$ cat src/glf_pkg.sv
// ----------------------------------------------------------------------------
// glf_pkg: shared types and constants of the glob line filter
// Pattern sizes, character codes, register indexes and the cell control word.
// ----------------------------------------------------------------------------
`default_nettype none

package glf_pkg;

    localparam int PATTERN_LEN = 32;
    localparam int MAX_CHARS   = 32;
    localparam int EFF_MAX     = (PATTERN_LEN < MAX_CHARS) ? PATTERN_LEN : MAX_CHARS;
    localparam int NUM_POS     = EFF_MAX + 1;
    localparam int CHAR_REGS   = 4;
    localparam int LEN_W       = 6;
    localparam int LINE_LEN_W  = 16;
    localparam int CFG_IDX_W   = 3;
    localparam int CFG_DATA_W  = 64;

    localparam logic [7:0] CHAR_STAR     = 8'h2A;
    localparam logic [7:0] CHAR_QUESTION = 8'h3F;
    localparam logic [7:0] CHAR_NEWLINE  = 8'h0A;

    typedef enum logic [CFG_IDX_W-1:0] {
        CFG_FILTER_ENABLE    = 3'd0,
        CFG_PATTERN_LENGTH   = 3'd1,
        CFG_CHARS_LO         = 3'd2,
        CFG_CHARS_MID_LO     = 3'd3,
        CFG_CHARS_MID_HI     = 3'd4,
        CFG_CHARS_HI         = 3'd5
    } cfg_reg_t;

    typedef struct packed {
        logic step;   // non-newline byte taken
        logic clear;  // newline taken
    } cell_ctrl_t;

    typedef struct packed {
        logic                  line_matched;
        logic [LINE_LEN_W-1:0] line_length;
    } result_t;

endpackage

`default_nettype wire

$ cat src/glf_ifs.sv
// ----------------------------------------------------------------------------
// glf interfaces: handshake channels of the glob line filter
// Text input, result output and configuration write channels.
// ----------------------------------------------------------------------------
`default_nettype none

interface glf_text_if;
    logic       valid;
    logic       ready;
    logic [7:0] text_byte;

    modport source (output valid, output text_byte, input ready);
    modport sink   (input valid, input text_byte, output ready);
endinterface

interface glf_result_if;
    logic                           valid;
    logic                           ready;
    logic                           line_matched;
    logic [glf_pkg::LINE_LEN_W-1:0] line_length;

    modport source (output valid, output line_matched, output line_length, input ready);
    modport sink   (input valid, input line_matched, input line_length, output ready);
endinterface

interface glf_cfg_if;
    logic                           valid;
    logic                           ready;
    logic [glf_pkg::CFG_IDX_W-1:0]  reg_index;
    logic [glf_pkg::CFG_DATA_W-1:0] wdata;

    modport source (output valid, output reg_index, output wdata, input ready);
    modport sink   (input valid, input reg_index, input wdata, output ready);
endinterface

`default_nettype wire

$ cat src/glob_line_filter_unit.sv
// ----------------------------------------------------------------------------
// glob_line_filter_unit: streaming glob line filter
// Splits a byte stream into lines and matches each line against a glob
// pattern with a row of NFA position cells.
// ----------------------------------------------------------------------------
//  channel     dir  word
//  text_in     in   text_byte[7:0]
//  result_out  out  line_matched, line_length[15:0]
//  cfg         in   reg_index[2:0], wdata[63:0]
//
//  one byte per cycle unless stalled; an enabled newline word puts its result
//  on result_out in the following cycle, or later when a stalled result still holds it
//  the per-byte step is one pass of the star closure carry chain plus the
//  compare in each cell
//  text_in stalls only when both output register and skid stage are full
//  cfg is always ready; reset leaves position 0 active and a zero count
// ----------------------------------------------------------------------------
`default_nettype none

module glob_line_filter_unit (
    input  wire logic     clk,
    input  wire logic     rst_n,
    glf_text_if.sink      text_in,
    glf_result_if.source  result_out,
    glf_cfg_if.sink       cfg
);

    logic                              filter_enable_reg;
    logic [glf_pkg::LEN_W-1:0]         pattern_length_reg;
    logic [glf_pkg::CFG_DATA_W-1:0]    pattern_chars_reg [glf_pkg::CHAR_REGS];
    logic [glf_pkg::LINE_LEN_W-1:0]    line_count_reg;
    logic [glf_pkg::LINE_LEN_W-1:0]    line_count_next;

    logic                              accept;
    logic                              is_newline;
    logic                              space;
    logic                              res_valid;
    glf_pkg::result_t                  res;
    glf_pkg::cell_ctrl_t               ctrl;
    logic [glf_pkg::LEN_W-1:0]         eff_len;
    logic [glf_pkg::NUM_POS-1:0]       active;
    logic [glf_pkg::NUM_POS-1:0]       closed;
    logic [glf_pkg::NUM_POS-1:0]       star_mask;
    logic [glf_pkg::NUM_POS-1:0]       in_use;
    logic [glf_pkg::NUM_POS:0]         adv;
    logic [7:0]                        pat_char [glf_pkg::NUM_POS];

    assign cfg.ready     = 1'b1;
    assign text_in.ready = space;
    assign accept        = text_in.valid & space;
    assign is_newline    = (text_in.text_byte == glf_pkg::CHAR_NEWLINE);
    assign ctrl.step     = accept & ~is_newline;
    assign ctrl.clear    = accept & is_newline;

    assign eff_len = (pattern_length_reg > glf_pkg::LEN_W'(glf_pkg::EFF_MAX))
                   ? glf_pkg::LEN_W'(glf_pkg::EFF_MAX) : pattern_length_reg;

    // configuration registers
    always_ff @(posedge clk or negedge rst_n)
    begin
        if (!rst_n)
        begin
            filter_enable_reg  <= 1'b0;
            pattern_length_reg <= '0;
            for (int k = 0; k < glf_pkg::CHAR_REGS; k++)
            begin
                pattern_chars_reg[k] <= '0;
            end
        end
        else if (cfg.valid)
        begin
            unique case (cfg.reg_index)
                glf_pkg::CFG_FILTER_ENABLE:  filter_enable_reg     <= cfg.wdata[0];
                glf_pkg::CFG_PATTERN_LENGTH: pattern_length_reg    <= cfg.wdata[glf_pkg::LEN_W-1:0];
                glf_pkg::CFG_CHARS_LO:       pattern_chars_reg[0]  <= cfg.wdata;
                glf_pkg::CFG_CHARS_MID_LO:   pattern_chars_reg[1]  <= cfg.wdata;
                glf_pkg::CFG_CHARS_MID_HI:   pattern_chars_reg[2]  <= cfg.wdata;
                glf_pkg::CFG_CHARS_HI:       pattern_chars_reg[3]  <= cfg.wdata;
                default:
                begin
                end
            endcase
        end
    end

    // position cells
    assign adv[0] = 1'b0;

    for (genvar i = 0; i < glf_pkg::NUM_POS; i++)
    begin : g_pos
        if (i < glf_pkg::EFF_MAX)
        begin : g_char
            assign pat_char[i] = pattern_chars_reg[i / 8][(i % 8) * 8 +: 8];
        end
        else
        begin : g_end
            assign pat_char[i] = 8'h00;
        end

        assign in_use[i]    = (glf_pkg::LEN_W'(i) < eff_len);
        assign star_mask[i] = in_use[i] & (pat_char[i] == glf_pkg::CHAR_STAR);

        glf_cell u_cell (
            .clk       (clk),
            .rst_n     (rst_n),
            .ctrl      (ctrl),
            .home      ((i == 0) ? 1'b1 : 1'b0),
            .in_use    (in_use[i]),
            .pat_char  (pat_char[i]),
            .text_byte (text_in.text_byte),
            .closed    (closed[i]),
            .adv_in    (adv[i]),
            .adv_out   (adv[i+1]),
            .active    (active[i])
        );
    end

    glf_closure u_closure (
        .raw       (active),
        .star_mask (star_mask),
        .eff_len   (eff_len),
        .closed    (closed)
    );

    // saturating line length
    always_comb
    begin
        line_count_next = line_count_reg;
        if (ctrl.clear)
        begin
            line_count_next = '0;
        end
        else if (ctrl.step && !(&line_count_reg))
        begin
            line_count_next = line_count_reg + 1'b1;
        end
    end

    always_ff @(posedge clk or negedge rst_n)
    begin
        if (!rst_n)
        begin
            line_count_reg <= '0;
        end
        else
        begin
            line_count_reg <= line_count_next;
        end
    end

    assign res_valid        = ctrl.clear & filter_enable_reg;
    assign res.line_matched = closed[eff_len];
    assign res.line_length  = line_count_reg;

    glf_out_buf u_out_buf (
        .clk        (clk),
        .rst_n      (rst_n),
        .res_valid  (res_valid),
        .res        (res),
        .space      (space),
        .result_out (result_out)
    );

endmodule

`default_nettype wire

$ cat src/glf_cell.sv
// ----------------------------------------------------------------------------
// glf_cell: one pattern position of the NFA
// Holds the active bit of its position and passes an advance to its neighbor.
// ----------------------------------------------------------------------------
`default_nettype none

module glf_cell (
    input  wire logic                clk,
    input  wire logic                rst_n,
    input  wire glf_pkg::cell_ctrl_t ctrl,
    input  wire logic                home,      // value after reset and newline
    input  wire logic                in_use,
    input  wire logic [7:0]          pat_char,
    input  wire logic [7:0]          text_byte,
    input  wire logic                closed,    // this position after star closure
    input  wire logic                adv_in,
    output logic                     adv_out,
    output logic                     active
);

    logic flip_reg;
    logic flip_next;
    logic live;
    logic is_star;
    logic hit;

    // stored relative to home so reset is a plain clear
    assign active  = flip_reg ^ home;
    assign live    = closed & in_use;
    assign is_star = (pat_char == glf_pkg::CHAR_STAR);
    assign hit     = (pat_char == glf_pkg::CHAR_QUESTION) | (pat_char == text_byte);
    assign adv_out = live & ~is_star & hit;

    always_comb
    begin
        flip_next = flip_reg;
        if (ctrl.clear)
        begin
            flip_next = 1'b0;
        end
        else if (ctrl.step)
        begin
            flip_next = ((live & is_star) | adv_in) ^ home;
        end
    end

    always_ff @(posedge clk or negedge rst_n)
    begin
        if (!rst_n)
        begin
            flip_reg <= 1'b0;
        end
        else
        begin
            flip_reg <= flip_next;
        end
    end

endmodule

`default_nettype wire

$ cat src/glf_closure.sv
// ----------------------------------------------------------------------------
// glf_closure: star closure of the active positions
// Fills each active run forward across star positions with one carry chain.
// ----------------------------------------------------------------------------
`default_nettype none

module glf_closure (
    input  wire logic [glf_pkg::NUM_POS-1:0] raw,
    input  wire logic [glf_pkg::NUM_POS-1:0] star_mask,
    input  wire logic [glf_pkg::LEN_W-1:0]   eff_len,
    output logic      [glf_pkg::NUM_POS-1:0] closed
);

    logic [glf_pkg::NUM_POS-1:0] keep;
    logic [glf_pkg::NUM_POS-1:0] gen;
    logic [glf_pkg::NUM_POS-1:0] prop;
    logic [glf_pkg::NUM_POS-1:0] run;
    logic [glf_pkg::NUM_POS:0]   sum;

    for (genvar j = 0; j < glf_pkg::NUM_POS; j++)
    begin : g_keep
        assign keep[j] = (glf_pkg::LEN_W'(j) <= eff_len);
    end

    assign gen  = raw & keep;
    // a star at position j lets position j+1 inherit j
    assign prop = {star_mask[glf_pkg::NUM_POS-2:0], 1'b0};
    assign run  = prop | gen;
    // carry from each active bit runs through the following run bits
    assign sum    = {1'b0, run} + {1'b0, gen};
    assign closed = (run & (sum[glf_pkg::NUM_POS-1:0] ^ run)) | gen;

endmodule

`default_nettype wire

$ cat src/glf_out_buf.sv
// ----------------------------------------------------------------------------
// glf_out_buf: result output register with skid stage
// Keeps the input side running while a result waits downstream.
// ----------------------------------------------------------------------------
`default_nettype none

module glf_out_buf (
    input  wire logic             clk,
    input  wire logic             rst_n,
    input  wire logic             res_valid,
    input  wire glf_pkg::result_t res,
    output logic                  space,
    glf_result_if.source          result_out
);

    logic             out_valid_reg;
    logic             out_valid_next;
    glf_pkg::result_t out_data_reg;
    glf_pkg::result_t out_data_next;
    logic             skid_valid_reg;
    logic             skid_valid_next;
    glf_pkg::result_t skid_data_reg;
    glf_pkg::result_t skid_data_next;
    logic             load_out;

    assign space                   = ~skid_valid_reg;
    assign load_out                = ~out_valid_reg | result_out.ready;
    assign result_out.valid        = out_valid_reg;
    assign result_out.line_matched = out_data_reg.line_matched;
    assign result_out.line_length  = out_data_reg.line_length;

    always_comb
    begin
        out_valid_next  = out_valid_reg;
        out_data_next   = out_data_reg;
        skid_valid_next = skid_valid_reg;
        skid_data_next  = skid_data_reg;
        if (load_out)
        begin
            out_valid_next  = skid_valid_reg | res_valid;
            out_data_next   = skid_valid_reg ? skid_data_reg : res;
            skid_valid_next = skid_valid_reg & res_valid;
            if (res_valid)
            begin
                skid_data_next = res;
            end
        end
        else if (res_valid)
        begin
            skid_valid_next = 1'b1;
            skid_data_next  = res;
        end
    end

    always_ff @(posedge clk or negedge rst_n)
    begin
        if (!rst_n)
        begin
            out_valid_reg  <= 1'b0;
            skid_valid_reg <= 1'b0;
        end
        else
        begin
            out_valid_reg  <= out_valid_next;
            skid_valid_reg <= skid_valid_next;
        end
    end

    always_ff @(posedge clk)
    begin
        out_data_reg  <= out_data_next;
        skid_data_reg <= skid_data_next;
    end

endmodule

`default_nettype wire

$ cat src/flat_wrapper.sv
// flat-port wrapper written by rule: the top's interface ports become plain ports
module glob_line_filter_unit_flat 
  (clk, rst_n, text_in_valid, text_in_text_byte, text_in_ready, result_out_valid, result_out_line_matched, result_out_line_length, result_out_ready, cfg_valid, cfg_reg_index, cfg_wdata, cfg_ready);
  glf_text_if text_in_i ();
  glf_result_if result_out_i ();
  glf_cfg_if cfg_i ();
  input  wire logic clk;
  input  wire logic rst_n;
  input wire logic [$bits(text_in_i.valid)-1:0] text_in_valid;
  input wire logic [$bits(text_in_i.text_byte)-1:0] text_in_text_byte;
  output wire logic [$bits(text_in_i.ready)-1:0] text_in_ready;
  output wire logic [$bits(result_out_i.valid)-1:0] result_out_valid;
  output wire logic [$bits(result_out_i.line_matched)-1:0] result_out_line_matched;
  output wire logic [$bits(result_out_i.line_length)-1:0] result_out_line_length;
  input wire logic [$bits(result_out_i.ready)-1:0] result_out_ready;
  input wire logic [$bits(cfg_i.valid)-1:0] cfg_valid;
  input wire logic [$bits(cfg_i.reg_index)-1:0] cfg_reg_index;
  input wire logic [$bits(cfg_i.wdata)-1:0] cfg_wdata;
  output wire logic [$bits(cfg_i.ready)-1:0] cfg_ready;
  assign text_in_i.valid = text_in_valid;
  assign text_in_i.text_byte = text_in_text_byte;
  assign text_in_ready = text_in_i.ready;
  assign result_out_valid = result_out_i.valid;
  assign result_out_line_matched = result_out_i.line_matched;
  assign result_out_line_length = result_out_i.line_length;
  assign result_out_i.ready = result_out_ready;
  assign cfg_i.valid = cfg_valid;
  assign cfg_i.reg_index = cfg_reg_index;
  assign cfg_i.wdata = cfg_wdata;
  assign cfg_ready = cfg_i.ready;
  glob_line_filter_unit u_core (.clk(clk), .rst_n(rst_n), .text_in(text_in_i), .result_out(result_out_i), .cfg(cfg_i));
endmodule
$ cat config.mk
export PLATFORM = sky130hd
export DESIGN_NAME = glob_line_filter_unit_flat
export DESIGN_NICKNAME = d
export VERILOG_FILES = /design/src/glf_pkg.sv /design/src/glf_ifs.sv /design/src/glob_line_filter_unit.sv /design/src/glf_cell.sv /design/src/glf_closure.sv /design/src/glf_out_buf.sv /design/src/flat_wrapper.sv
export SDC_FILE = /design/constraint.sdc
export NUM_CORES = 1
export LEC_CHECK = 0
export BUFFER_PORTS_ARGS = -buffer_cell sky130_fd_sc_hd__clkbuf_2
export CAP_MARGIN = 25
export CORE_AREA = 2 2 266 163
export DETAILED_ROUTE_END_ITERATION = 12
export DIE_AREA = 0 0 268 165
export MAX_ROUTING_LAYER = met4
export PLACE_DENSITY = 0.71
export SYNTH_ARGS = -nofsm -noshare
export SYNTH_HDL_FRONTEND = slang
export SYNTH_SLANG_ARGS = --single-unit
$ cat constraint.sdc
create_clock -name clk -period 4.3 [get_ports clk]
set_input_delay 0.43 -clock clk [delete_from_list [all_inputs] [get_ports clk]]
set_output_delay 0.43 -clock clk [all_outputs]
set_load 0.01 [all_outputs]
==> impl_results.md <==
* Syn_area_per_cell at 10.29 um^2
* CTS tree: built
* Gr ovfl total at 0
* Multi-input gate area at 11420 um^2
* Part of the power in registers at 0.452
* Hold Crit Class: in2async
* Antenna violations before repair at 1
* Status: finished with violations
* Hold_buf cts at 0
* PostCTS Resize Cnt at 0
* Async SR Flop Fraction at 0.9023
* Initial Utilization at 0.4969
* 1st-iter DRT viols at roughly 2200
* WS Path Type: reg2reg
* Clk slew on worst S/H paths at 60 ps
* Worst VDD drop at roughly 0.35 mV
* Area Overhead vs Synth at 17.57%
* Area of the die at 44220 um^2
* Final Hold Violating Endpoints at 20
* Clk root buf: clkbuf_16
* Fin util at 0.5842
* PnR worst setup slack at between 100 and 150 ps
* Most frequent cells in the layout: dfrtp_1, mux2_2, buf_4, xnor2_1, nor2_1
* Number of flip-flops in the largest register at between 200 and 300
* Tot Pwr at around 10 mW
* Relative slew slack at 0.2875
* Register bit total from synthesis at roughly 350
* Final Critical Period at 4182 ps
* Core area at 41580 um^2
* Yosys cell types at 90
* Wire per inst at 27.34 um
* Failing checks: hold timing
* Routed Wire Length at 77740 um
* Largest net degree at the start of global routing at approximately 110
* Port bufs at 98
* Via count at 18130
* DP Wirelength at around 58000 um
* # rows at 58
* Post-DP Area at approximately 23000 um^2
* Cell Pwr Density at 429.2 nW/um^2
* Fin area at 24290 um^2
* Sequential area share after synthesis at 0.4297
* Cts bufs inserted at 34
* Tcrit/Tclk final at 0.9725
* Height of the chip at between 150 and 200 um
* Clock buffer depth at 3
* Int Power at ~7.0 mW
* Drc violations at 0
* Sequential standard cell area at 8879 um^2
* Setup TNS Final at 0 ps
* I/O pin count at 100
* Syn Inst Count at 2008
* Dpl ws at 168.4 ps
* Worst slew pin tran at 1069 ps
* Critical path peak fanout at 4
* Pleak at a little under 10 nW
* Mapped Nets at roughly 2100
* TritonRoute pass-1 iters at 6
* Top_reg_cell synth: dfrtp_1
* Fmax at 239.1 MHz
* Fraction of layout cells with a size suffix above 1 at 0.2967
* Clock skew at 14.92 ps
* Net Sw Frac at 0.3311
* First-pass GRT wire length at 114100 um
* Hold Worst Slack at -17.21 ps
* Clock latency on the worst-skew pair at 540 ps
* Comb power frac at 0.247
* CP arrival at 4560 ps
* DIE WIDTH at 268 um
* Setup crit end kind: flip-flop
* Placer Congestion at 1.105
* Clock power frac at 0.301
* Switching power at 3.452 mW
* Final antenna-violating net count at 0
* Max Slew Vio Count at 0
* Type of origin of the critical path: flip-flop
* Postcts setup bufs at 0
* Clk sinks at 348
* RSZ-0062 raised after global routing: no
* YS warnings at 0
* Most common cell after layout, fill and taps aside: dfrtp_1
* Number of max-cap violations at 0
* Max H-tree Level at 2
* Synthesized area at a little over 20000 um^2
* Setup-failing EPs final at 0
* Post-synth EDFFs at 34
* Filler cells at 3525
* Vias in the first global route at 17480
* Layout Nets at 2329
* Vias per Instance at around 6.4
* GR Util All Layers at 0.3637
* Worst endpoint required time at 4670 ps
==> power groups by stage <==
| stage | combinational [mW] | clock, mW | sequential (mW) |
|---|---|---|---|
| after CTS | 2.52 | 3.17 | 4.68 |
| after global placement | 2.43 | 0 | 4.68 |
| after detailed placement | 2.51 | 0 | 4.74 |
| after floorplan | 1.66 | 0 | 4.52 |
| final | 2.57 | 3.14 | 4.71 |
| after global routing | 2.76 | 3.32 | 4.80 |
==> cell usage after synthesis (11+ instances only) <==
library cell | instances | area share
a21oi_1 | 77 | 0.019
a22o_1 | 12 | 0.0051
a31oi_1 | 25 | 0.0076
and3_1 | 17 | 0.0051
buf_1 | 20 | 0.0036
clkbuf_1 | 63 | 0.011
dfrtp_1 | 314 | 0.38
edfxtp_1 | 34 | 0.049
inv_1 | 25 | 0.0045
mux2_2 | 276 | 0.15
nand2_1 | 129 | 0.023
nand2b_1 | 17 | 0.0051
nand3_1 | 46 | 0.011
nand4_1 | 75 | 0.023
nor2_1 | 143 | 0.026
nor3_1 | 55 | 0.013
nor4_1 | 46 | 0.014
nor4b_1 | 20 | 0.0085
nor4bb_1 | 16 | 0.0078
o21ai_0 | 62 | 0.015
o22ai_1 | 25 | 0.0076
o31ai_1 | 18 | 0.0065
or2_2 | 11 | 0.0033
or3_1 | 17 | 0.0051
xnor2_1 | 154 | 0.065
xor2_1 | 113 | 0.048
==> per-stage QoR <==
step | hold WS, ps | instances
after floorplan | 134.4 | 2008
after global placement | 462.6 | 2779
after detailed placement | 469.9 | 2780
after CTS | 9.137 | 2840
after global routing | 33.35 | 2842
final | -17.21 | 2843
==> cell type report <==
type / instances / area share
timing repair buffer: 295 / 0.08416
multi-input combinational: 1544 / 0.4702
sequential: 348 / 0.3655
antenna: 1 / 0.0001030
inverter: 25 / 0.003863
clock inverter: 13 / 0.006232
clock buffer: 47 / 0.04059
tap: 570 / 0.02936
==> worst max-delay path, cell delays in order, from the launching register on <==
cell,delay (ps)
dfrtp_1,420
nor4b_1,890
nand3_1,370
nor3_1,540
and3b_1,260
and2_1,210
a21oi_1,170
or4_1,440
a311oi_1,280
buf_4,190
a2111oi_2,60
a32oi_1,200
==> path summary, 6_finish.rpt <==
kind,endpoint,slack [ps],start,cells past startpoint
max,u_core.u_out_buf.result_out.line_matched,120,u_core.pat_char[72],11
min,u_core.pat_char[135],-20,rst_n,1
max reg2reg,u_core.u_out_buf.result_out.line_matched,120,u_core.pat_char[72],11
min reg2reg,u_core.g_pos[32].u_cell.flip_reg,490,u_core.g_pos[32].u_cell.flip_reg,2
max in group asynchronous,u_core.pat_char[83],3300,rst_n,2
min in group clk,u_core.pat_char[22],180,cfg_wdata[54],2
==> layer usage <==
layer	vias up	track usage	part of all wire
met1	9129	0.5348	0.47
met5	-	-	0
met2	933	0.4662	0.38
met4	0	0.08812	0.025
li1	7924	-	-
met3	140	0.1299	0.12
==> kinds of logic (layout without fill, tap and decap cells) <==
kind of cell,count (synthesis),in the layout,share of synthesized area
AO/OA/AOI/OAI,341,341,0.1118
other,1,2,0.0001815
buffers and inverters,116,380,0.02168
XOR/XNOR,267,267,0.1132
flip-flops,348,348,0.4297
AND/OR/NAND/NOR,657,657,0.1720
multiplexers,277,277,0.1509
adder cells (fa/ha/maj),1,1,0.0006054
(Power assumes the default switching activity.)
